==> src/rtl/core/bq3_pkg.sv <==
// Shared types, widths and constants of the three-axis biquad filter.
package bq3_pkg;

   localparam int LANES          = 3;
   localparam int SAMPLE_BITS    = 16;
   localparam int COEF_BITS      = 18;
   localparam int FRAC_BITS      = 15;
   localparam int NUM_COEFS      = 5;
   localparam int CSR_INDEX_BITS = 3;
   localparam int PROD_BITS      = SAMPLE_BITS + COEF_BITS;
   // Five products summed need three guard bits.
   localparam int ACC_BITS       = PROD_BITS + 3;

   typedef logic signed [SAMPLE_BITS-1:0] bq3_sample_type;
   typedef logic signed [COEF_BITS-1:0]   bq3_coef_type;
   typedef logic signed [PROD_BITS-1:0]   bq3_prod_type;
   typedef logic signed [ACC_BITS-1:0]    bq3_acc_type;

   typedef struct packed {
      bq3_coef_type b0;
      bq3_coef_type b1;
      bq3_coef_type b2;
      bq3_coef_type a1;
      bq3_coef_type a2;
   } bq3_coefs_type;

   typedef enum logic [CSR_INDEX_BITS-1:0] {
      CSR_COEF_B0 = 3'd0,
      CSR_COEF_B1 = 3'd1,
      CSR_COEF_B2 = 3'd2,
      CSR_COEF_A1 = 3'd3,
      CSR_COEF_A2 = 3'd4
   } bq3_csr_index_type;

   // Pipeline stage load strobes shared by the lanes and the output stage.
   typedef struct packed {
      logic load_a;
      logic load_b;
      logic load_c;
   } bq3_ctrl_type;

   // Unity gain in Q2.15.
   localparam bq3_coef_type COEF_B0_RESET = bq3_coef_type'(64'sd1 <<< FRAC_BITS);

   localparam bq3_acc_type ROUND_CONST = bq3_acc_type'(64'sd1 <<< (FRAC_BITS - 1));
   localparam bq3_acc_type SAT_MAX =
      bq3_acc_type'((64'sd1 <<< (SAMPLE_BITS - 1)) - 64'sd1);
   localparam bq3_acc_type SAT_MIN = bq3_acc_type'(-(64'sd1 <<< (SAMPLE_BITS - 1)));

   localparam bq3_sample_type SAMPLE_MAX = bq3_sample_type'(SAT_MAX);
   localparam bq3_sample_type SAMPLE_MIN = bq3_sample_type'(SAT_MIN);

endpackage

==> src/rtl/core/bq3_csr.sv <==
// Coefficient register file written through the plain configuration port.
module bq3_csr (
   input  logic                                 clock,
   input  logic                                 reset,
   input  logic                                 wr_en,
   input  logic [bq3_pkg::CSR_INDEX_BITS-1:0]   wr_index,
   input  logic [bq3_pkg::COEF_BITS-1:0]        wr_data,
   output bq3_pkg::bq3_coefs_type               coefs
);

   bq3_pkg::bq3_coefs_type coefs_ff;
   bq3_pkg::bq3_coefs_type coefs_in;

   always_comb begin
      coefs_in = coefs_ff;
      if (wr_en) begin
         unique case (bq3_pkg::bq3_csr_index_type'(wr_index))
            bq3_pkg::CSR_COEF_B0: coefs_in.b0 = bq3_pkg::bq3_coef_type'(wr_data);
            bq3_pkg::CSR_COEF_B1: coefs_in.b1 = bq3_pkg::bq3_coef_type'(wr_data);
            bq3_pkg::CSR_COEF_B2: coefs_in.b2 = bq3_pkg::bq3_coef_type'(wr_data);
            bq3_pkg::CSR_COEF_A1: coefs_in.a1 = bq3_pkg::bq3_coef_type'(wr_data);
            bq3_pkg::CSR_COEF_A2: coefs_in.a2 = bq3_pkg::bq3_coef_type'(wr_data);
            default:              coefs_in    = coefs_ff;
         endcase
      end
   end

   always_ff @(posedge clock) begin
      if (reset) begin
         coefs_ff.b0 <= bq3_pkg::COEF_B0_RESET;
         coefs_ff.b1 <= '0;
         coefs_ff.b2 <= '0;
         coefs_ff.a1 <= '0;
         coefs_ff.a2 <= '0;
      end else begin
         coefs_ff <= coefs_in;
      end
   end

   assign coefs = coefs_ff;

endmodule

==> config.mk <==
export PLATFORM = sky130hd
export DESIGN_NAME = bq3_csr
export DESIGN_NICKNAME = d
export VERILOG_FILES = /design/src/rtl/core/bq3_pkg.sv /design/src/rtl/core/bq3_csr.sv
export SDC_FILE = /design/constraint.sdc
export NUM_CORES = 1
export LEC_CHECK = 0
export BUFFER_PORTS_ARGS = -buffer_cell sky130_fd_sc_hd__buf_2
export CORE_UTILIZATION = 30
export CTS_CLUSTER_DIAMETER = 100
export DETAILED_ROUTE_END_ITERATION = 8
export PLACE_DENSITY_LB_ADDON = 0.05
export SLEW_MARGIN = 20
export SYNTH_ARGS = -nofsm -noshare
export SYNTH_HDL_FRONTEND = slang
export SYNTH_SLANG_ARGS = --single-unit
==> constraint.sdc <==
create_clock -name clock -period 1.5 [get_ports clock]
set_clock_uncertainty 0.15 [all_clocks]
set_input_delay 0.225 -clock clock [delete_from_list [all_inputs] [get_ports clock]]
set_output_delay 0.225 -clock clock [all_outputs]
set_load 0.02 [all_outputs]
After elaboration in Yosys (flattened, before gate mapping)
Cells that the tools add are included.
Widths: inputs -> output; s select.

storage, ports and cells
  output and inout bits = 90
  input port bits = 24
  register bits after elaboration = 90
  word-level logic and storage cells = 15

cells by class
  reduce and logical (&&, ||, !) cells = 6
  equality and inequality tests = 4

operators with widths
  cell                number
  $reduce_and 2->1    5
  $eq 3x2->1 const B  2
  $eq 3x1->1 const B  1
  $eq 3x3->1 const B  1
  $logic_not 3->1     1

Depth between registers and ports, before layout
  word-level depth = 2
  depth in mapped cells = 5
  mapped depth without buffers = 2

Worst setup path before layout
No wires, ideal clock.

  kind = input port to flip-flop
  start = input wr_index[0] (netlist bit)
  end = register coefs_ff, in the netlist coefs[79]
  buffers on the path = 1
  slack = 0.209 ns
  arrival time = 1.019 ns
  data required time = 1.228 ns
  setup time = 0.122 ns
  stages on the path = 3
  path through = or4b_1 > buf_6 > mux2i_1

between the ends
  longest elaborated chain between the ends = 2

RTL lines
  what                               line           RTL
  from (decl)                        bq3_csr.sv:6   input logic [bq3_pkg::CSR_INDEX_BITS-1:0] wr_index,
  $logic_not 3->1                    bq3_csr.sv:17  unique case (bq3_pkg::bq3_csr_index_type'(wr_index))
  $reduce_and 2->1 (no source line)  -
  to (signal assigned)               bq3_csr.sv:36  coefs_ff <= coefs_in;
  to (decl)                          bq3_csr.sv:11  bq3_pkg::bq3_coefs_type coefs_ff;

No other way between the ends.
A chain may end at the register's enable or synchronous reset.

Final worst setup path
  start = register coefs_ff, in the netlist coefs[89]
  end = output coefs[89] (netlist bit)

RTL lines
  what       line          RTL
  to (decl)  bq3_csr.sv:8  output bq3_pkg::bq3_coefs_type coefs

No word-level cell between the ends.

==> results.toml <==
[die]
floorplan.die.height_um = 111
design.core.area_um2 = 11500
initial_core_util = 0.309
die_w_um = 111
io_pins = 114
die_area_um2 = 12300
std_cell_rows = 39

[clocking]
cts_resized = 0
clockBufferDepth = 2
cts_sinks = 90
path_clk_slew_ps = 60
cts_buffers = 9
cts_tree = "done"
cts-root-buf = "clkbuf_16"
insertion_delay_ps = 330
ctsHoldBuffers = 0
htree_num_levels = 3
cts_setup_buffers = 0

[drt]
avgRoutedWirePerCell_um = 15.4
wl_met1_um = 3990
drt_iter0_drc = 115
first_pass_iters = 6
highest_layer = "met4"
route.met2.wl_um = 4370
vias = 2552
via_per_inst = 4.39
wl_met3_um = 467
ant_nets = 0
drt_wl_total_um = 8980
drt_drc_violations_left = 18

[sta]
tightest_slew_ps = 316
post-route-min-period_ps = 1230
max_freq_mhz = 815
finalSetupViolCount = 0
fin_ws_ps = 272
finalMaxSlewViolations = 0
hold_viol = 0
finalCritPeriodShare = 0.818
relSlewSlack = 0.790
rsz0062_at_grt = "no"
whs_ps = 50.8
setup_tns_ps = 0

[hold_path]
whs_endpoint = "coefs[87]"
hp-class = "primary input to flip-flop"
whs_path_depth = 3
holdCritStartpoint = "wr_data[15]"

[worst_setup_path]
reg2reg_to = "coefs[89]"
reg2reg_depth = 2
critPathMaxStageDelay_ps = 350
arrival_ps = 850
critPathLaunchType = "flip-flop"
critPathBufInv = 1
crit_family = "flip-flops"
required_ps = 1120
setup.worst_path.start = "coefs[89]"
crit_type = "flip-flop to output port"
r2r_slack_ps = 740
critical_path.max_fanout = 2
worstPathCellList = "buf_2"
slowest_stage = "dfxtp_1"
crit_path_end_kind = "output port"
r2r_start = "coefs[89]"

[placed_design]
dp_slack_ps = 33.4
gp_congestion = 0.689
place_area_um2 = 4400
hpwl_um = 6190
io_buffer_count = 113
place_inst = 565

[layout]
antenna_cells = 0
largest_register_ffs = 90
seqCellArea_um2 = 1800
drive_gt1_frac = 0.324
multi_input_area_um2 = 1670
final_common_cell = "buf_2"
most-common-layout-cells = "113 x buf_2, 107 x nand2b_1, 90 x mux2i_1, 90 x dfxtp_1, 9 x clkbuf_16"
final_cells = 581
syn_to_final_growth_pct = 31.2
fill_cells = 1191
nets = 457
design_area_um2 = 4670

[outcome]
status = "finished, violations left"
violations = "design-rule violations"

[logic_synthesis]
synth_cell_types = 13
ys_seq_area_frac = 0.506
yosys_warnings = 0
netlist_instances = 318
syn-mean-instance-area_um2 = 11.2
syn_area_um2 = 3560
ys_seq_elements = 90
syn-num-nets = 342

[global_routing]
grt_use_total = 0.153
grt_pass1_vias = 2654
grt_max_degree = 51
grt_pass1_wl_um = 14300
grt-ovfl-total = 0
antenna_found_initial = 0

[job]
maxCapViolCount = 0

[power_and_ir_drop]
p_leak_uw = 0.00245
powerDensity_nw_per_um2 = 1070
ir_drop_mv = 0.430
area by class of cell:
type / count / area share
Clock buffer: 12 / 0.0527
Clock inverter: 4 / 0.00562
Multi-Input combinational cell: 206 / 0.357
Sequential cell: 90 / 0.385
Tap cell: 143 / 0.0383
Timing Repair Buffer: 126 / 0.161
layer usage:
layer	track usage	vias to the layer above
li1	-	1282
met1	0.184	1189
met2	0.262	71
met3	0.0339	10
met4	0.0685	0
met5	0	-
synthesized netlist by cell type:
cell	instances	area, um2
nor4bb_1	1	10.0
dfxtp_1	90	1800
nor4b_1	1	8.76
nand4bb_1	3	33.8
buf_6	1	11.3
buf_4	4	30.0
buf_2	6	30.0
clkbuf_1	11	41.3
mux2i_1	90	901
nor2_1	2	7.51
nand2b_1	107	669
or4b_1	1	10.0
nand4b_1	1	8.76
per-stage QoR:
| stage | total power (uW) | utilization |
|---|---|---|
| final | 4990 | 0.406 |
| after global routing | 5230 | 0.406 |
| after CTS | 5100 | 0.406 |
| after detailed placement | 2970 | 0.382 |
| after global placement | 2960 | 0.382 |
| after floorplan | 2780 | - |
worst min-delay path, cell delays in order:
cell     delay, ps
buf_2           90
nor2_1          40
mux2i_1        120
power by group:
part           internal [uW]  leakage [uW]  switching, uW
combinational            192       0.00159            242
sequential              2440      0.000728           26.0
clock                   1170      0.000133            922
total                   3800       0.00245           1190
cells by family after synthesis:
family / Yosys count / synth area share
buffers and inverters: 22 / 0.0316
flip-flops: 90 / 0.506
multiplexers: 90 / 0.253
AND/OR/NAND/NOR: 116 / 0.210
worst max path at each step:
stage / to / slack (ps) / cells past startpoint
floorplan: coefs[79] / 210 / 3
global placement: coefs[84] / 30 / 4
detailed placement: coefs[80] / 30 / 4
CTS: coefs[70] / 230 / 1
global route: coefs[54] / 220 / 1
finish: coefs[89] / 270 / 1
Power figures use the tool's default switching activity.
