### config.mk
export PLATFORM = sky130hd
export DESIGN_NAME = bq3_lane
export DESIGN_NICKNAME = d
export VERILOG_FILES = /design/src/rtl/core/bq3_pkg.sv /design/src/rtl/core/bq3_lane.sv
export SDC_FILE = /design/constraint.sdc
export NUM_CORES = 2
export LEC_CHECK = 0
export BUFFER_PORTS_ARGS = -buffer_cell sky130_fd_sc_hd__buf_2
export CAP_MARGIN = 10
export CORE_ASPECT_RATIO = 0.8
export CORE_MARGIN = 2
export CORE_UTILIZATION = 50
export CTS_CLUSTER_SIZE = 16
export DETAILED_ROUTE_END_ITERATION = 16
export GPL_ROUTABILITY_DRIVEN = 0
export PLACE_DENSITY = 0.66
export SLEW_MARGIN = 20
export SYNTH_ARGS = -nofsm -noshare
export SYNTH_HDL_FRONTEND = slang
export SYNTH_SLANG_ARGS = --single-unit
### constraint.sdc
create_clock -name clock -period 17.3 [get_ports clock]
set_clock_uncertainty 0.1 [all_clocks]
set_input_delay 0 -clock clock [delete_from_list [all_inputs] [get_ports clock]]
set_output_delay 0 -clock clock [all_outputs]
set_load 0.05 [all_outputs]
### src/rtl/core/bq3_pkg.sv
// Shared types, widths and constants of the three-axis biquad filter.
package bq3_pkg;

   localparam int LANES          = 3;
   localparam int SAMPLE_BITS    = 16;
   localparam int COEF_BITS      = 18;
   localparam int FRAC_BITS      = 15;
   localparam int NUM_COEFS      = 5;
   localparam int CSR_INDEX_BITS = 3;
   localparam int PROD_BITS      = SAMPLE_BITS + COEF_BITS;
   // Five products summed need three guard bits.
   localparam int ACC_BITS       = PROD_BITS + 3;

   typedef logic signed [SAMPLE_BITS-1:0] bq3_sample_type;
   typedef logic signed [COEF_BITS-1:0]   bq3_coef_type;
   typedef logic signed [PROD_BITS-1:0]   bq3_prod_type;
   typedef logic signed [ACC_BITS-1:0]    bq3_acc_type;

   typedef struct packed {
      bq3_coef_type b0;
      bq3_coef_type b1;
      bq3_coef_type b2;
      bq3_coef_type a1;
      bq3_coef_type a2;
   } bq3_coefs_type;

   typedef enum logic [CSR_INDEX_BITS-1:0] {
      CSR_COEF_B0 = 3'd0,
      CSR_COEF_B1 = 3'd1,
      CSR_COEF_B2 = 3'd2,
      CSR_COEF_A1 = 3'd3,
      CSR_COEF_A2 = 3'd4
   } bq3_csr_index_type;

   // Pipeline stage load strobes shared by the lanes and the output stage.
   typedef struct packed {
      logic load_a;
      logic load_b;
      logic load_c;
   } bq3_ctrl_type;

   // Unity gain in Q2.15.
   localparam bq3_coef_type COEF_B0_RESET = bq3_coef_type'(64'sd1 <<< FRAC_BITS);

   localparam bq3_acc_type ROUND_CONST = bq3_acc_type'(64'sd1 <<< (FRAC_BITS - 1));
   localparam bq3_acc_type SAT_MAX =
      bq3_acc_type'((64'sd1 <<< (SAMPLE_BITS - 1)) - 64'sd1);
   localparam bq3_acc_type SAT_MIN = bq3_acc_type'(-(64'sd1 <<< (SAMPLE_BITS - 1)));

   localparam bq3_sample_type SAMPLE_MAX = bq3_sample_type'(SAT_MAX);
   localparam bq3_sample_type SAMPLE_MIN = bq3_sample_type'(SAT_MIN);

endpackage

### src/rtl/core/bq3_lane.sv
// One axis of the filter: feedforward products, their sum, and the feedback stage.
module bq3_lane (
   input  logic                    clock,
   input  logic                    reset,
   input  bq3_pkg::bq3_ctrl_type   ctrl,
   input  bq3_pkg::bq3_coefs_type  coefs,
   input  bq3_pkg::bq3_sample_type sample,
   output bq3_pkg::bq3_sample_type result,
   output logic                    clip
);

   // Filter history, cleared at reset.
   bq3_pkg::bq3_sample_type x1_ff, x2_ff, y1_ff, y2_ff;

   // Stage A: feedforward products.
   bq3_pkg::bq3_prod_type p0_ff, p1_ff, p2_ff;
   bq3_pkg::bq3_prod_type p0_in, p1_in, p2_in;

   // Stage B: feedforward sum with the rounding offset already added.
   bq3_pkg::bq3_acc_type ff_ff, ff_in;

   // Stage C: feedback terms, rounding and saturation.
   bq3_pkg::bq3_prod_type fb1, fb2;
   bq3_pkg::bq3_acc_type  acc, shifted;

   always_comb begin
      p0_in = coefs.b0 * sample;
      p1_in = coefs.b1 * x1_ff;
      p2_in = coefs.b2 * x2_ff;
      ff_in = bq3_pkg::bq3_acc_type'(p0_ff) + bq3_pkg::bq3_acc_type'(p1_ff)
            + bq3_pkg::bq3_acc_type'(p2_ff) + bq3_pkg::ROUND_CONST;
   end

   always_comb begin
      fb1     = coefs.a1 * y1_ff;
      fb2     = coefs.a2 * y2_ff;
      acc     = ff_ff - bq3_pkg::bq3_acc_type'(fb1) - bq3_pkg::bq3_acc_type'(fb2);
      shifted = acc >>> bq3_pkg::FRAC_BITS;
      if (shifted > bq3_pkg::SAT_MAX) begin
         result = bq3_pkg::SAMPLE_MAX;
         clip   = 1'b1;
      end else if (shifted < bq3_pkg::SAT_MIN) begin
         result = bq3_pkg::SAMPLE_MIN;
         clip   = 1'b1;
      end else begin
         result = bq3_pkg::bq3_sample_type'(shifted[bq3_pkg::SAMPLE_BITS-1:0]);
         clip   = 1'b0;
      end
   end

   always_ff @(posedge clock) begin
      if (reset) begin
         x1_ff <= '0;
         x2_ff <= '0;
         y1_ff <= '0;
         y2_ff <= '0;
      end else begin
         if (ctrl.load_a) begin
            x2_ff <= x1_ff;
            x1_ff <= sample;
         end
         if (ctrl.load_c) begin
            y2_ff <= y1_ff;
            y1_ff <= result;
         end
      end
   end

   always_ff @(posedge clock) begin
      if (ctrl.load_a) begin
         p0_ff <= p0_in;
         p1_ff <= p1_in;
         p2_ff <= p2_in;
      end
      if (ctrl.load_b) begin
         ff_ff <= ff_in;
      end
   end

endmodule

After elaboration in Yosys (flattened, before gate mapping)

Cells that the tools add are included.

Register bits after elaboration: 203
Input port bits: 111
Output and inout port bits: 17
Logic and storage cells: 24

$add $sub $neg: 5
Multipliers: 5
Magnitude comparators: 2
Muxes and demuxes: 4

Operators with widths:

| operator               | number |
|---|---|
| $mul 18x16->34         | 5 |
| $sub 37x34->37         | 2 |
| $add 36x16->37 const B | 1 |
| $add 35x34->36         | 1 |
| $add 34x34->35         | 1 |
| $mux 16                | 2 |
| $gt 22x16->1 const B   | 1 |
| $lt 22x16->1 const B   | 1 |
| $mux 1                 | 2 |

Logic depth before layout (Yosys ltp)

Word-level depth: 6
Gate-level depth with buffers: 31
Gate-level depth less buffers: 28

Least setup slack after synthesis

Ideal clock, no wire load.

Kind: reg2out
Start: register y2_ff[1]
End: output port result[0]
Arrival time: 8.676 ns
Setup slack: 8.524 ns
Stages on the path, launching flop included: 29
Path buffers: 2
Cells stage by stage: dfxtp_1 clkbuf_1 nand2_1 fa_1 inv_1 fa_1 inv_1 fa_1 inv_1 fa_1 inv_1 fa_1 fa_1 fa_1 inv_1 fa_1 inv_1 ha_1 a21oi_1 o21ai_0 nand2_1 nand2_1 a221o_1 a31o_1 a21oi_2 xnor2_2 and2_1 clkbuf_1 o21ai_0

Word-level cells in the longest chain between the ends: 5

RTL lines:

| element                | RTL line       | RTL |
|---|---|---|
| from (decl)            | bq3_lane.sv:13 | `bq3_pkg::bq3_sample_type x1_ff, x2_ff, y1_ff, y2_ff;` |
| from (signal assigned) | bq3_lane.sv:63 | `y2_ff <= y1_ff;` |
| $mul 18x16->34 *       | bq3_lane.sv:36 | `fb2 = coefs.a2 * y2_ff;` |
| $sub 37x34->37 *       | bq3_lane.sv:37 | `acc = ff_ff - bq3_pkg::bq3_acc_type'(fb1) - bq3_pkg::bq3_acc_type'(fb2);` |
| $lt 22x16->1           | bq3_lane.sv:42 | `end else if (shifted < bq3_pkg::SAT_MIN) begin` |
| $mux 16                | bq3_lane.sv:42 |  |
| $mux 16 *              | bq3_lane.sv:39 | `if (shifted > bq3_pkg::SAT_MAX) begin` |
| to (decl)              | bq3_lane.sv:8  | `output bq3_pkg::bq3_sample_type result,` |

Every way passes the cells marked *; elsewhere a longest branch is shown, timed or not.

Worst setup path in the final report

Start: register y1_ff[2]
End: output port result[6]

Word-level cells in the longest chain between the ends: 6

RTL lines:

| element                       | RTL line       | RTL |
|---|---|---|
| from (decl)                   | bq3_lane.sv:13 |  |
| from (signal assigned)        | bq3_lane.sv:64 | `y1_ff <= result;` |
| $mul 18x16->34 *              | bq3_lane.sv:35 | `fb1 = coefs.a1 * y1_ff;` |
| $sub 37x34->37 * (2 in a row) | bq3_lane.sv:37 |  |
| $lt 22x16->1                  | bq3_lane.sv:42 |  |
| $mux 16                       | bq3_lane.sv:42 |  |
| $mux 16 *                     | bq3_lane.sv:39 |  |

Marked as above.

==> run_results.csv <==
group,metric,value,unit
cells_and_area,layout_common_cells,"inv_1, fa_1, nand2_1",
clock_tree,cts_buffer_depth,3,
placed_design,dp_slack,8.17,ns
cells_and_area,seq_area,5460,um^2
clock_tree,path_clk_slew,0.07,ns
yosys,synth_seq_cells,203,
global_route,grt_pass1_vias,48143,
floorplan,die_w,407,um
clock_tree,insertion_delay,0.58,ns
clock_tree,ctsHoldBuffers,22,
global_route,gr-usage-met3,3.29,%
yosys,syn_avg_cell_area,9.73,um^2
floorplan,die_h,326,um
yosys,synthArstFlopShare,0,%
global_route,grt_pass1_wl,263,mm
routing,wl_per_cell,19.1,um
timing,setup_ws,7.52,ns
cells_and_area,drive_above_1_share,3.45,%
clock_tree,cts_tree,"yes",
hold_path,hp-class,"in -> reg",
clock_tree,post_cts_buffers,0,
cells_and_area,layout_commonest_cell,"inv_1",
floorplan,start_util,50.3,%
clock_tree,cts_resized,0,
cells_and_area,syn2layout_area_growth,4.85,%
global_route,grt_max_degree,81,
yosys,ys_warn_count,0,
yosys,syn_inst,6668,
cells_and_area,nets,8855,
timing,slew_viol_final,0,
worst_setup_path,slowest_delay,0.83,ns
global_route,busiest_layer,"met2",
clock_tree,htree_levels,1,
placed_design,placed_cells,8317,
clock_tree,cts_made_buffers,23,
timing,finalCritPeriodShare,56.6,%
clock_tree,clock_sinks,203,
worst_setup_path,cp.arrival,9.68,ns
routing,final_antenna_net_count,0,
floorplan,die_area,133000,um^2
cells_and_area,n_fill_cell,11743,
worst_setup_path,path_common_cell,"fa_1",
placed_design,detailed_place_hpwl,133,mm
global_route,met1_usage,36.8,%
worst_setup_path,crit_family,"adder cells",
timing,finalHoldViolCount,0,
worst_setup_path,end_kind,"output pin",
yosys,syn_area,64900,um^2
cells_and_area,multi_input_area,52000,um^2
cells_and_area,stdcell_area,68000,um^2
cells_and_area,fin_cells,8385,
global_route,antenna_found_initial,8,
timing,max_freq,102,MHz
worst_setup_path,cp_num_buf_inv,6,
global_route,overflow,0,
timing,min_period,9.78,ns
yosys,synth_fp_nets,8899,
routing,drt_iter0_markers,2925,
floorplan,rows,118,
global_route,grt.total_usage,25.4,%
worst_setup_path,slowest_stage,"dfxtp_1",
yosys,ys_seq_area_share,8.41,%
timing,slew-limit-headroom,27.6,%
run,drv_cap,0,
routing,vias,43421,
timing,setup_viol,0,
worst_setup_path,cp-start-kind,"flip-flop",
routing,vias_per_cell,5.18,
yosys,synthFlopType,"edfxtp_1",
routing,drc,0,
routing,drt_first_pass_iters,5,
floorplan,io_pins,128,
run_status,status,"complete, no violations",
clock_tree,clockRootBuffer,"clkbuf_16",
placed_design,port_buffers,127,
worst_setup_path,worstPathRequired,17.20,ns
timing,tns,0,ns
routing,wl,160,mm
global_route,gr-usage-met2,41.0,%
floorplan,core_area,129000,um^2
worst_setup_path,r2r_slack,8.23,ns
timing,rsz0062_at_grt,"false",
worst_setup_path,path_max_fanout,27,
yosys,synth-edff-count,139,
placed_design,placed_area,67000,um^2
timing,worst_pin_slew,1.09,ns
worst_setup_path,path_class,"reg -> out",
yosys,synth_cell_types,80,
[per-layer routing]
layer  wire (um)  share of wire (%)
met1       71300                 45
met2       74300                 46
met3       10800                6.7
met4        3840                2.4
met5           0                  0
[layout make-up]
class / count / share of cell area, %
multi-input combinational: 4493 / 76.4
inverter: 1718 / 9.48
sequential: 203 / 8.02
tap: 1740 / 3.20
timing repair buffer: 185 / 1.67
clock buffer: 27 / 0.898
clock inverter: 15 / 0.270
antenna: 4 / 0.0147
[sequential cells by signal, summed over array words and instances (netlist names)]
name	count
p1_ff	34
p0_ff	34
y1_ff	16
y2_ff	16
p2_ff	34
x1_ff	16
ff_ff	37
x2_ff	16
[worst register-to-register path: cells and delay by family, from the launching register on]
kind / cells / cell delay (ns)
adder cells (fa/ha/maj): 9 / 4.51
AO/OA/AOI/OAI: 6 / 1.41
flip-flops: 1 / 0.83
buffers and inverters: 5 / 1.04
AND/OR/NAND/NOR: 5 / 1.02
[metrics by stage]
stage / hold WS, ns / util (%)
2_1_floorplan: 0.0125 / -
3_3_place_gp: 0.404 / 51.9
3_5_place_dp: 0.407 / 51.9
4_1_cts: 0.00867 / 52.7
5_1_grt: 0.0550 / 52.7
6_report: 0.0486 / 52.7
[cells by family after synthesis]
kind of cell,after synthesis,share of synthesized area [%]
AND/OR/NAND/NOR,1767,13.4
buffers and inverters,1972,11.4
XOR/XNOR,181,2.46
flip-flops,203,8.41
AO/OA/AOI/OAI,373,3.93
multiplexers,52,0.803
adder cells (fa/ha/maj),2120,59.6
[synth_stat cells (all sizes together), types with 4 or more instances]
master	instances	share of area, %
a31o	5	0.081
xnor2	144	2.0
edfxtp	139	6.4
dfxtp	64	2.0
o21ai	78	0.60
buf	15	0.12
fa	1616	50
o21bai	12	0.14
o2111ai	4	0.054
nor2b	32	0.31
ha	504	9.7
nand2b	82	0.79
nor2	146	0.84
clkbuf	239	1.4
or3	11	0.11
nand3b	5	0.058
a211oi	14	0.19
inv	1718	9.9
a2111oi	4	0.056
o31ai	4	0.046
mux2i	52	0.80
a21o	46	0.53
o21a	27	0.31
nand2	806	4.7
o211ai	8	0.10
o41a	4	0.069
a31oi	12	0.12
and2	605	5.8
nand4	8	0.087
xor2	37	0.50
o41ai	6	0.12
nand3	16	0.12
and3	20	0.19
a21oi	108	0.84
a311oi	12	0.22
nor3	20	0.15
[path summary, 6_finish.rpt]
kind | start | end | cells after the start
worst max-delay path | y1_ff[2] | result[6] | 26
worst min-delay path | ctrl[0] | y1_ff[5] | 4
worst max register to register | y1_ff[2] | y1_ff[7] | 25
worst min register to register | x1_ff[7] | x2_ff[7] | 2
Power is not shown: default switching activity piles up to over one toggle a cycle in this logic, so the estimate is an artifact.
