File: config.mk
export PLATFORM = sky130hd
export DESIGN_NAME = bq3_merge_flat
export DESIGN_NICKNAME = d
export VERILOG_FILES = /design/src/rtl/core/bq3_pkg.sv /design/src/rtl/core/bq3_if.sv /design/src/rtl/core/bq3_merge.sv /design/src/flat_wrapper.sv
export SDC_FILE = /design/constraint.sdc
export NUM_CORES = 1
export LEC_CHECK = 0
export BUFFER_PORTS_ARGS = -buffer_cell sky130_fd_sc_hd__buf_4
export CAP_MARGIN = 30
export CELL_PAD_IN_SITES_DETAIL_PLACEMENT = 1
export CELL_PAD_IN_SITES_GLOBAL_PLACEMENT = 2
export CORE_MARGIN = 5
export CORE_UTILIZATION = 27
export DETAILED_ROUTE_END_ITERATION = 10
export PLACE_DENSITY = 0.89
export SLEW_MARGIN = 20
export SYNTH_ARGS = -nofsm -noshare
export SYNTH_HDL_FRONTEND = slang
export SYNTH_SLANG_ARGS = --single-unit
File: constraint.sdc
create_clock -name clock -period 1.9 [get_ports clock]
set_clock_uncertainty 0.2 [all_clocks]
set_input_delay 0.095 -clock clock [delete_from_list [all_inputs] [get_ports clock]]
set_output_delay 0.095 -clock clock [all_outputs]
set_load 0.02 [all_outputs]
File: src/rtl/core/bq3_pkg.sv
// Shared types, widths and constants of the three-axis biquad filter.
package bq3_pkg;

   localparam int LANES          = 3;
   localparam int SAMPLE_BITS    = 16;
   localparam int COEF_BITS      = 18;
   localparam int FRAC_BITS      = 15;
   localparam int NUM_COEFS      = 5;
   localparam int CSR_INDEX_BITS = 3;
   localparam int PROD_BITS      = SAMPLE_BITS + COEF_BITS;
   // Five products summed need three guard bits.
   localparam int ACC_BITS       = PROD_BITS + 3;

   typedef logic signed [SAMPLE_BITS-1:0] bq3_sample_type;
   typedef logic signed [COEF_BITS-1:0]   bq3_coef_type;
   typedef logic signed [PROD_BITS-1:0]   bq3_prod_type;
   typedef logic signed [ACC_BITS-1:0]    bq3_acc_type;

   typedef struct packed {
      bq3_coef_type b0;
      bq3_coef_type b1;
      bq3_coef_type b2;
      bq3_coef_type a1;
      bq3_coef_type a2;
   } bq3_coefs_type;

   typedef enum logic [CSR_INDEX_BITS-1:0] {
      CSR_COEF_B0 = 3'd0,
      CSR_COEF_B1 = 3'd1,
      CSR_COEF_B2 = 3'd2,
      CSR_COEF_A1 = 3'd3,
      CSR_COEF_A2 = 3'd4
   } bq3_csr_index_type;

   // Pipeline stage load strobes shared by the lanes and the output stage.
   typedef struct packed {
      logic load_a;
      logic load_b;
      logic load_c;
   } bq3_ctrl_type;

   // Unity gain in Q2.15.
   localparam bq3_coef_type COEF_B0_RESET = bq3_coef_type'(64'sd1 <<< FRAC_BITS);

   localparam bq3_acc_type ROUND_CONST = bq3_acc_type'(64'sd1 <<< (FRAC_BITS - 1));
   localparam bq3_acc_type SAT_MAX =
      bq3_acc_type'((64'sd1 <<< (SAMPLE_BITS - 1)) - 64'sd1);
   localparam bq3_acc_type SAT_MIN = bq3_acc_type'(-(64'sd1 <<< (SAMPLE_BITS - 1)));

   localparam bq3_sample_type SAMPLE_MAX = bq3_sample_type'(SAT_MAX);
   localparam bq3_sample_type SAMPLE_MIN = bq3_sample_type'(SAT_MIN);

endpackage

File: src/rtl/core/bq3_if.sv


interface bq3_rsp_if;
   logic                    valid;
   logic                    ready;
   bq3_pkg::bq3_sample_type x_filtered;
   bq3_pkg::bq3_sample_type y_filtered;
   bq3_pkg::bq3_sample_type z_filtered;
   logic                    clipped;

   modport source (output valid, output x_filtered, output y_filtered,
                   output z_filtered, output clipped, input ready);
   modport sink (input valid, input x_filtered, input y_filtered,
                 input z_filtered, input clipped, output ready);
endinterface

File: src/rtl/core/bq3_merge.sv
// Output stage: gathers the lane results, combines their clip flags and drives the response.
module bq3_merge (
   input  logic                    clock,
   input  logic                    reset,
   input  bq3_pkg::bq3_ctrl_type   ctrl,
   input  bq3_pkg::bq3_sample_type lane_result [bq3_pkg::LANES],
   input  logic [bq3_pkg::LANES-1:0] lane_clip,
   output logic                    space,
   bq3_rsp_if.source               rsp
);

   logic                    valid_ff, valid_in;
   logic                    clipped_ff;
   bq3_pkg::bq3_sample_type filtered_ff [bq3_pkg::LANES];

   // The register can take a new result when empty or when its result leaves now.
   assign space = !valid_ff || rsp.ready;

   always_comb begin
      if (ctrl.load_c) begin
         valid_in = 1'b1;
      end else if (rsp.ready) begin
         valid_in = 1'b0;
      end else begin
         valid_in = valid_ff;
      end
   end

   always_ff @(posedge clock) begin
      if (reset) begin
         valid_ff <= 1'b0;
      end else begin
         valid_ff <= valid_in;
      end
   end

   always_ff @(posedge clock) begin
      if (ctrl.load_c) begin
         filtered_ff <= lane_result;
         clipped_ff  <= |lane_clip;
      end
   end

   assign rsp.valid      = valid_ff;
   assign rsp.x_filtered = filtered_ff[0];
   assign rsp.y_filtered = filtered_ff[1];
   assign rsp.z_filtered = filtered_ff[2];
   assign rsp.clipped    = clipped_ff;

endmodule

File: src/flat_wrapper.sv
// flat-port wrapper written by rule: the top's interface ports become plain ports
module bq3_merge_flat 
  (clock, reset, ctrl, lane_result, lane_clip, space, rsp_valid, rsp_x_filtered, rsp_y_filtered, rsp_z_filtered, rsp_clipped, rsp_ready);
  bq3_rsp_if rsp_i ();
  input  logic clock;
  input  logic reset;
  input  bq3_pkg::bq3_ctrl_type ctrl;
  input  bq3_pkg::bq3_sample_type lane_result[bq3_pkg::LANES];
  input  logic [bq3_pkg::LANES-1:0] lane_clip;
  output logic space;
  output wire logic [$bits(rsp_i.valid)-1:0] rsp_valid;
  output wire logic [$bits(rsp_i.x_filtered)-1:0] rsp_x_filtered;
  output wire logic [$bits(rsp_i.y_filtered)-1:0] rsp_y_filtered;
  output wire logic [$bits(rsp_i.z_filtered)-1:0] rsp_z_filtered;
  output wire logic [$bits(rsp_i.clipped)-1:0] rsp_clipped;
  input wire logic [$bits(rsp_i.ready)-1:0] rsp_ready;
  assign rsp_valid = rsp_i.valid;
  assign rsp_x_filtered = rsp_i.x_filtered;
  assign rsp_y_filtered = rsp_i.y_filtered;
  assign rsp_z_filtered = rsp_i.z_filtered;
  assign rsp_clipped = rsp_i.clipped;
  assign rsp_i.ready = rsp_ready;
  bq3_merge u_core (.clock(clock), .reset(reset), .ctrl(ctrl), .lane_result(lane_result), .lane_clip(lane_clip), .space(space), .rsp(rsp_i));
endmodule
; ---- Yosys cells after proc, flatten, opt, wreduce, memory -nomap -nowiden
; Index checks and enable logic that the tools add are counted.
[totals]
register_bits = 50
latchBits = 0
mem_bits_ro = 0
word_cells = 11
out_inout_bits = 51
mem_count = 0
mem_bits_rw = 0
[op_classes]
reduce_logical = 4
mux = 2
n_addsub = 0
order_cmp = 0
shift = 0
bitwise_logic = 0
div_mod_pow = 0
multipliers = 0
n_eq_ne = 0
[ops]
columns = op, n
row1 = 3-bit OR reduction, 1
row2 = 1-bit two-way mux, 2
row3 = 2-bit nonzero test, 1
row4 = 1-bit logical NOT, 1
row5 = 1-bit logical OR, 1

; ---- Longest topological paths before layout
; Gate-level depths: netlist of the first run.
[depth]
ltp_word = 2
ltp_mapped = 2

; ---- Least setup slack after synthesis of the first run
; OpenSTA, ideal clock, no wires.
[synth_timing]
path_kind = flip-flop to flip-flop
startpoint = register u_core.rsp.valid (netlist name)
endpoint = register u_core.valid_ff (netlist: u_core.rsp.valid)
required_ns = 1.629
stages_incl_launch_ff = 3
path_slack_ns = 0.846
arrival_ns = 0.783
synth_period_minus_slack_ns = 1.054
path_cell_list = dfxtp_1 nand2b_1 a21oi_1
[synth_rtl]
columns = element, line_no
row1 = end signal: assignment, bq3_merge.sv:33  ; valid_ff <= valid_in;
row2 = end: declaration, bq3_merge.sv:12  ; logic valid_ff, valid_in;

; ---- Worst setup path after layout of the first run
[layout_timing]
startpoint = input lane_clip[0] (netlist name)
endpoint = register u_core.clipped_ff (netlist: u_core.rsp.clipped) (data pin)
[layout_between]
elab_chain_cells = 1
[layout_lines]
columns = element, line_no
row1 = start: declaration, flat_wrapper.sv:9  ; input logic [bq3_pkg::LANES-1:0] lane_clip;
row2 = 3-bit OR reduction, bq3_merge.sv:40  ; clipped_ff <= |lane_clip;
row3 = end signal: assignment, bq3_merge.sv:40
row4 = end: declaration, bq3_merge.sv:13  ; logic clipped_ff;
; No other way between the ends.
; A chain may end at the register's enable or synchronous reset.

==> reports/results.ini, run 1 <==
[status]
status = completed

[worst_setup_path]
crit_path_max_incr_delay_ns = 0.55
critPathLaunchType = input pin
crit_cells = 4
r2r_setup_slack_ns = 0.53
regToRegStartpoint = u_core.rsp.valid$_SDFFE_PP0P_
critPathRequiredTime_ns = 1.75
crit_family = buffers and inverters
slowest_stage = dlygate4sd3_1
worstReg2RegEnd = u_core.rsp.valid$_SDFFE_PP0P_
cp_data_arrival_time_ns = 1.60
path_max_fanout = 1
r2r_cells = 3
crit_type = in2reg
startpoint = lane_clip[0]
crit_chain = dlygate4sd3_1 > buf_4 > or3_1 > dlygate4sd3_1
path_buf_inv = 3
crit_path_end_kind = flip-flop
path_common_cell = dlygate4sd3_1
critPathCapture = u_core.rsp.clipped$_DFFE_PP_

[power_and_ir_drop]
p_sw_mw = 0.520
comb_power_share_pct = 18.9
p_per_area_nw_per_um2 = 777
power_switching_share_pct = 22.4
seq_power_share_pct = 57.3
p_int_mw = 1.80
leakage_nw = 1.26
ir_worst_vdd_mv = 0.371
clkPwrFrac_pct = 23.7

[placement]
post-place-ws_ns = 0.701
gp_congestion = 0.652
port_buffers = 105

[route]
vias = 1131
via_per_inst = 3.90
drcViolationCount = 0
post_drt_wl_per_cell_um = 14.7
drt_first_pass_iters = 3
drt_iter0_drc = 19
ant_nets = 0
wl_um = 4260

[logic_synthesis]
synth_seq_cells = 50
yosysWarnings = 0
syn_avg_cell_area_um2 = 28.0
ys_seq_area_share_pct = 98.6
netlist_area_um2 = 1510
synth_cell_type_count = 6
synthCells = 54
synth_nets = 111

[timing]
fin_crit_ns = 1.75
whs_ns = 0.144
maxSlewViolCount = 0
setup_tns_ns = 0
fmax_mhz = 570
fin_crit_sh_pct = 92.4
worstMarginPinSlew_ns = 0.596
rsz0062_at_grt = false
finalSetupViolCount = 0
max_slew_margin_pct = 60.2
fin_ws_ns = 0.145
hold_violations = 0

[global_routing]
grt_max_degree = 51
grt_pass1_vias = 1306
track_usage_pct = 11.9
gr-total-overflow = 0
grt_pass1_wl_um = 6580
antenna_found_initial = 0

[hold_path]
min_from = ctrl[0]
hp-class = in2reg

[floorplan]
core-area_um2 = 5470
die_x_um = 84.9
dieArea_um2 = 7200
die_y_um = 84.9
start_util_pct = 27.6
rows = 27
ios = 108

[layout]
final_nets = 275
drive_gt1_share_pct = 50.5
diodes = 0
syn_to_final_growth_pct = 97.5

[clocking]
numCtsBuffers = 5
clockBufferDepth = 2
path_clk_slew_ns = 0.08
root_buffer = clkbuf_8
cts.sinks = 50
cts_setup_buffers = 0
clk_latency_ns = 0.29
cts_tree = built
htreeDepth = 2

[run]
maxCapViolCount = 0

synth_stat cells:
library cell / count / share of area [%]
or3_1: 1 / 0.41
dfxtp_1: 1 / 1.3
edfxtp_1: 49 / 97
a21oi_1: 1 / 0.33
nand2b_1: 1 / 0.41
inv_1: 1 / 0.25
worst min-delay path by stage:
stage | end | cells past startpoint
2_1_floorplan | u_core.rsp.valid$_SDFFE_PP0P_ | 1
3_3_place_gp | u_core.rsp.valid$_SDFFE_PP0P_ | 2
3_5_place_dp | u_core.rsp.valid$_SDFFE_PP0P_ | 2
4_1_cts | u_core.rsp.z_filtered[8]$_DFFE_PP_ | 1
5_1_grt | u_core.rsp.x_filtered[6]$_DFFE_PP_ | 1
6_report | u_core.rsp.z_filtered[8]$_DFFE_PP_ | 1
registers in the layout, indices dropped and copies added, names as in the netlist:
signal / flops
u_core.rsp.clipped: 1
u_core.rsp.x_filtered: 16
u_core.rsp.y_filtered: 16
u_core.rsp.z_filtered: 16
u_core.rsp.valid: 1
cell type report:
class | count | area (um2)
Inverter | 1 | 3.75
Sequential cell | 50 | 1490
Fill cell | 535 | 2480
Timing Repair Buffer | 157 | 1310
Clock buffer | 7 | 76.3
Tap cell | 72 | 90.1
Multi-Input combinational cell | 3 | 17.5
cells in the final DEF (no fill, tap or decap), drive strengths merged:
master,instances
a21oi,1
dfxtp,1
nand2b,1
dlygate4sd3,52
inv,1
clkbuf,7
buf,105
or3,1
edfxtp,49
worst register-to-register path, stage by stage, from the launching register on:
cell and delay [ns]:
dfxtp_1 0.34, nand2b_1 0.08, a21oi_1 0.14, dlygate4sd3_1 0.55
power groups by stage:
stage | logic [mW] | registers [mW] | clock network (mW)
after floorplan | 0.00370 | 1.47 | 0
after global placement | 0.351 | 1.35 | 0
after detailed placement | 0.355 | 1.36 | 0
after CTS | 0.442 | 1.33 | 0.588
after global routing | 0.463 | 1.34 | 0.639
final | 0.439 | 1.33 | 0.550
stage by stage:
step	total power [mW]	std cells	util, %	cell area, um2
floorplan	1.47	54	-	1510
global placement	1.70	231	43.7	2390
detailed placement	1.71	231	43.7	2390
CTS	2.36	290	54.6	2990
global route	2.44	290	54.6	2990
finish	2.32	290	54.6	2990
repair_timing:
item                                   in CTS  in global routing
endpoints found under the hold margin      50                  0
gates resized for setup                     0                  0
hold buffers                               52                  0
metal layers:
layer  wire [um]  track usage (%)  vias up
met5           0                0        -
met4          11             2.59        0
met2        2400             23.1       64
li1            -                -      538
met3         395             4.95        2
met1        1450             11.7      527
cell families (layout without fill, tap and decap cells):
group / Yosys count / after routing / synth area share [%]
flops: 50 / 50 / 98.6
simple gates: 2 / 2 / 0.828
compound gates: 1 / 1 / 0.331
buf+inv: 1 / 165 / 0.248
No activity file was read; power rests on OpenSTA's default activity.
==> inputs of run 2 (changes only) <==
CORE_UTILIZATION = 23   (was 27)
PLACE_DENSITY = 0.82   (was 0.89)
clock period = 1.4 ns   (was 1.9 ns; I/O delays follow)
==> run 2 against run 1 <==
Final area rose by 1.8%. Sequential share of layout area fell by 0.86 points. Critical endpoint is now space. Largest cell class unchanged. Die area rose by 15%. Critical path depth did not move. Final cell count rose by 3.1%. Flip-flop and latch count did not move. Routed wire length rose by 5.1%. Via count rose by 3.3%. Setup slack got worse by 0.068 ns.
==> reports/results.ini, run 2 (synthesized netlist as in run 1, its figures left out) <==
[status]
status = completed

[timing]
rsz0062_at_grt = false
max_slew_margin_pct = 80.5  ; +20 points
setup_tns_ns = 0  ; unchanged
fmax_mhz = 756
hold_violations = 0  ; unchanged
fin_ws_ns = 0.0770  ; -0.0682 ns
maxSlewViolCount = 0  ; unchanged
worstMarginPinSlew_ns = 0.292  ; -0.304 ns
fin_crit_ns = 1.32
finalSetupViolCount = 0  ; unchanged
fin_crit_sh_pct = 94.5

[worst_setup_path]
crit_path_end_kind = output port
crit_type = in2out
path_max_fanout = 2  ; +1
critPathCapture = space
startpoint = rsp_ready
crit_chain = dlygate4sd3_1 > buf_4 > nand2b_1 > buf_4
path_common_cell = buf_4
worstReg2RegEnd = u_core.rsp.valid$_SDFFE_PP0P_
regToRegStartpoint = u_core.rsp.valid$_SDFFE_PP0P_
critPathRequiredTime_ns = 1.13  ; -0.62 ns
cp_data_arrival_time_ns = 1.05  ; -0.55 ns
crit_path_max_incr_delay_ns = 0.54  ; about the same
critPathLaunchType = input pin
crit_cells = 4  ; unchanged
path_buf_inv = 3  ; unchanged
crit_family = buffers and inverters
r2r_cells = 2  ; -1
r2r_setup_slack_ns = 0.58  ; +0.05 ns
slowest_stage = dlygate4sd3_1

[floorplan]
dieArea_um2 = 8300  ; +15%
core-area_um2 = 6390  ; +17%
start_util_pct = 23.7  ; -4.0 points
ios = 108  ; unchanged
die_x_um = 91.1  ; +7.4%
rows = 29  ; +7.4%
die_y_um = 91.1  ; +7.4%

[layout]
final_nets = 279  ; +1.5%
syn_to_final_growth_pct = 101
drive_gt1_share_pct = 50.9  ; +0.44 points
final_cell_mix = buf_4 (106), dlygate4sd3_1 (54), edfxtp_1 (49), clkbuf_8 (5), clkbuf_1 (2)
fin_area_um2 = 3040  ; +1.8%
diodes = 0  ; unchanged
final_common_cell = buf_4

[global_routing]
grt_pass1_wl_um = 6960  ; +5.9%
antenna_found_initial = 0  ; unchanged
grt_pass1_vias = 1362  ; +4.3%
track_usage_pct = 10.6  ; -1.3 points
gr-total-overflow = 0  ; unchanged
grt_max_degree = 28  ; -45%

[power_and_ir_drop]
leakage_nw = 1.28  ; +1.9%
ir_worst_vdd_mv = 0.401  ; +8.0%
p_per_area_nw_per_um2 = 1040  ; +34%

[placement]
gp_congestion = 0.655  ; +0.46%
post-place-ws_ns = 0.388  ; -0.313 ns
hpwlAfterDp_um = 3040
place_area_um2 = 2420  ; +1.4%
port_buffers = 105  ; unchanged

[clocking]
path_clk_slew_ns = 0.09  ; about the same
cts_setup_buffers = 0  ; unchanged
clk_latency_ns = 0.29  ; about the same
numCtsBuffers = 5  ; unchanged
cts.sinks = 50  ; unchanged
cts_tree = built
clockBufferDepth = 2  ; unchanged
htreeDepth = 2  ; unchanged
root_buffer = clkbuf_8

[route]
wl_um = 4470  ; +5.1%
post_drt_wl_per_cell_um = 15.0  ; +1.9%
via_per_inst = 3.91  ; +0.16%
drcViolationCount = 0  ; unchanged
vias = 1168  ; +3.3%
drt_iter0_drc = 25  ; +6
drt_first_pass_iters = 3  ; unchanged
ant_nets = 0  ; unchanged

[hold_path]
hp-class = in2reg
min_from = ctrl[0]

[run]
maxCapViolCount = 0  ; unchanged

==> run 2: how the worst min path moves through the flow <==
stage	end	cells past startpoint
6_report	u_core.rsp.valid$_SDFFE_PP0P_	4
5_1_grt	u_core.rsp.x_filtered[8]$_DFFE_PP_	2
4_1_cts	u_core.rsp.clipped$_DFFE_PP_	2
3_5_place_dp	u_core.rsp.valid$_SDFFE_PP0P_	2
3_3_place_gp	u_core.rsp.valid$_SDFFE_PP0P_	2
2_1_floorplan	u_core.rsp.valid$_SDFFE_PP0P_	1
==> run 2: metrics by stage <==
step / std cells / util (%) / power, mW / hold slack, ns
2_1_floorplan: 54 / - / 2.00 / -0.0609
5_1_grt: 299 / 47.6 / 3.33 / 0.109
6_report: 299 / 47.6 / 3.18 / 0.0956
4_1_cts: 299 / 47.6 / 3.23 / 0.100
3_5_place_dp: 238 / 38.0 / 2.33 / 0.0275
3_3_place_gp: 238 / 38.0 / 2.32 / 0.0247
==> run 2: final cells by class <==
type / instances / area [um2]
Clock buffer: 7 / 76.3
Fill cell: 643 / 3340
Inverter: 1 / 3.75
Multi-Input combinational cell: 3 / 17.5
Sequential cell: 50 / 1490
Tap cell: 77 / 96.3
Timing Repair Buffer: 161 / 1360
==> run 2: power by group <==
group	internal, mW	switching, mW
clock	0.345	0.415
combinational	0.338	0.273
sequential	1.77	0.0336
==> run 2: per-layer routing <==
layer  wire [um]  global-route usage, %
met1        1620                   10.6
met2        2370                   19.5
met3         449                   5.12
met4          35                   2.57
met5           0                      0
==> run 2: timing repair <==
action,in CTS,in global routing
setup endpoints to repair,0,1
hold buffers,54,1
resized for setup,0,1
endpoints found under the hold margin,51,1
==> run 2: worst register-to-register path: stages (launching register included) <==
cell	delay [ns]
dfxtp_2	0.34
nand2b_1	0.07
a21oi_1	0.15
==> inputs of run 3 (changes only) <==
PLACE_DENSITY = 0.81   (was 0.82)
==> run 3 against run 2 <==
Routed wire length rose by 2.2%. Sequential power barely moved. Power grew 0.21%. Core utilization is 0.27 points lower. Critical path type is now in2reg. Critical endpoint is now u_core.rsp.valid$_SDFFE_PP0P_. Highest routed layer unchanged.
==> reports/results.ini, run 3 (synthesized netlist as in run 1, its figures left out) <==
[timing]
fmax_mhz = 733  ; -3.1%
setup_tns_ns = 0  ; unchanged
max_slew_margin_pct = 82.3  ; +1.8 points
fin_crit_sh_pct = 97.5  ; +3.0 points
hold_violations = 0  ; unchanged
maxSlewViolCount = 0  ; unchanged
fin_crit_ns = 1.37  ; +0.0421 ns
rsz0062_at_grt = false
fin_ws_ns = 0.0349  ; -0.0421 ns
worstMarginPinSlew_ns = 0.266  ; -0.0264 ns
finalSetupViolCount = 0  ; unchanged

[floorplan]
core-area_um2 = 6390  ; unchanged
die_y_um = 91.1  ; unchanged
start_util_pct = 23.7  ; unchanged
dieArea_um2 = 8300  ; unchanged
ios = 108  ; unchanged
die_x_um = 91.1  ; unchanged
rows = 29  ; unchanged

[route]
ant_nets = 0  ; unchanged
drt_iter0_drc = 8  ; -68%
vias = 1154  ; -1.2%
wl_um = 4570  ; +2.2%
post_drt_wl_per_cell_um = 15.4  ; +2.9%
drcViolationCount = 0  ; unchanged
drt_first_pass_iters = 2  ; -1
via_per_inst = 3.89  ; -0.53%

[placement]
place_area_um2 = 2420  ; -0.31%
port_buffers = 105  ; unchanged
post-place-ws_ns = 0.399  ; +0.0108 ns
gp_congestion = 0.675  ; +3.1%

[hold_path]
min_from = ctrl[0]
hp-class = in2reg

[clocking]
path_clk_slew_ns = 0.08  ; about the same
cts.sinks = 50  ; unchanged
root_buffer = clkbuf_8
cts_setup_buffers = 0  ; unchanged
cts_tree = built
htreeDepth = 2  ; unchanged
numCtsBuffers = 5  ; unchanged
clockBufferDepth = 2  ; unchanged
clk_latency_ns = 0.29  ; about the same

[layout]
syn_to_final_growth_pct = 100
fillers = 628  ; -2.3%
final-seq-area_um2 = 1490  ; unchanged
diodes = 0  ; unchanged
drive_gt1_share_pct = 50.9  ; about the same
utilization_pct = 47.4  ; -0.27 points
final_nets = 277  ; -0.72%
multi_input_area_um2 = 17.5  ; unchanged
final_common_cell = buf_4
final_cell_mix = buf_4 (105), dlygate4sd3_1 (53), edfxtp_1 (49), clkbuf_8 (5), clkbuf_1 (2)
fin_area_um2 = 3030  ; -0.58%

[global_routing]
grt_max_degree = 51  ; +82%
track_usage_pct = 11.1  ; +0.48 points
gr-total-overflow = 0  ; unchanged
grt_pass1_vias = 1346  ; -1.2%
grt_busiest_layer = met2
use_met3_pct = 4.96  ; -0.17 points
met2_usage_pct = 21.8  ; +2.2 points
grt_util_met1_pct = 10.1  ; -0.54 points
antenna_found_initial = 0  ; unchanged
grt_pass1_wl_um = 7040  ; +1.2%

[power_and_ir_drop]
leakage_nw = 1.27  ; -0.61%
power_switching_share_pct = 23.0  ; +0.25 points
ir_worst_vdd_mv = 0.614  ; +53%
power_mw = 3.18  ; +0.21%
p_int_mw = 2.45  ; -0.12%
clkPwrFrac_pct = 24.2  ; +0.3 points
comb_power_share_pct = 19.1  ; about the same
p_per_area_nw_per_um2 = 1050  ; +0.79%
p_sw_mw = 0.732  ; +1.3%
seq_power_share_pct = 56.7  ; about the same

[worst_setup_path]
critPathLaunchType = input pin
crit_path_end_kind = flip-flop
crit_type = in2reg
path_max_fanout = 1  ; -1
critPathRequiredTime_ns = 1.43  ; +0.30 ns
startpoint = reset
cp_data_arrival_time_ns = 1.40  ; +0.35 ns
regToRegStartpoint = u_core.rsp.valid$_SDFFE_PP0P_

[run]
maxCapViolCount = 0  ; unchanged

[status]
status = completed

[run 3: cell count changes in the layout (fill, tap and decap cells not counted)]
cell           before  now
buf_4             106  105
dlygate4sd3_1      54   53
[run 3: worst max-delay path, cell delays in order]
cell and delay (ns):
dlygate4sd3_1 0.54, buf_4 0.14, a21oi_1 0.10, dlygate4sd3_1 0.55
[run 3: final timing paths]
check	to	slack, ns	cells past startpoint
setup reg to reg	u_core.rsp.valid$_SDFFE_PP0P_	0.06	3
setup / recovery	u_core.rsp.valid$_SDFFE_PP0P_	0.03	4
hold reg to reg	u_core.rsp.valid$_SDFFE_PP0P_	0.86	3
hold / removal	u_core.rsp.clipped$_DFFE_PP_	0.08	2
[run 3: power groups by stage]
stage,clock network [mW],logic (mW),registers (mW)
after floorplan,0,0.00502,1.99
after global placement,0,0.485,1.83
after detailed placement,0,0.493,1.84
after CTS,0.818,0.613,1.81
after global routing,0.879,0.643,1.82
final,0.770,0.607,1.81
[run 3: area by class of cell]
cell class                      instances  area share, %
Sequential cell                        50           49.3
Tap cell                               77           3.18
Clock buffer                            7           2.52
Multi-Input combinational cell          3          0.579
Timing Repair Buffer                  159           44.3
Inverter                                1          0.124
[run 3: timing repair]
item / CTS / global route
endpoints found under the setup margin: 0 / 1
endpoints found under the hold margin: 50 / 0
hold buffers: 53 / 0
gates resized for setup: 0 / 1
[run 3: stage by stage]
step                      hold slack (ns)  cells
after floorplan                   -0.0609     54
after global placement             0.0243    237
after detailed placement           0.0332    237
after CTS                          0.0767    297
after global routing               0.0712    297
final                              0.0798    297
[run 3: routing by layer]
layer | wire (um) | share of wire (%) | vias to the layer above
met2 | 2660 | 58 | 63
met1 | 1440 | 31 | 541
li1 | - | - | 544
met5 | 0 | 0 | -
met4 | 48 | 1.1 | 0
met3 | 420 | 9.2 | 6
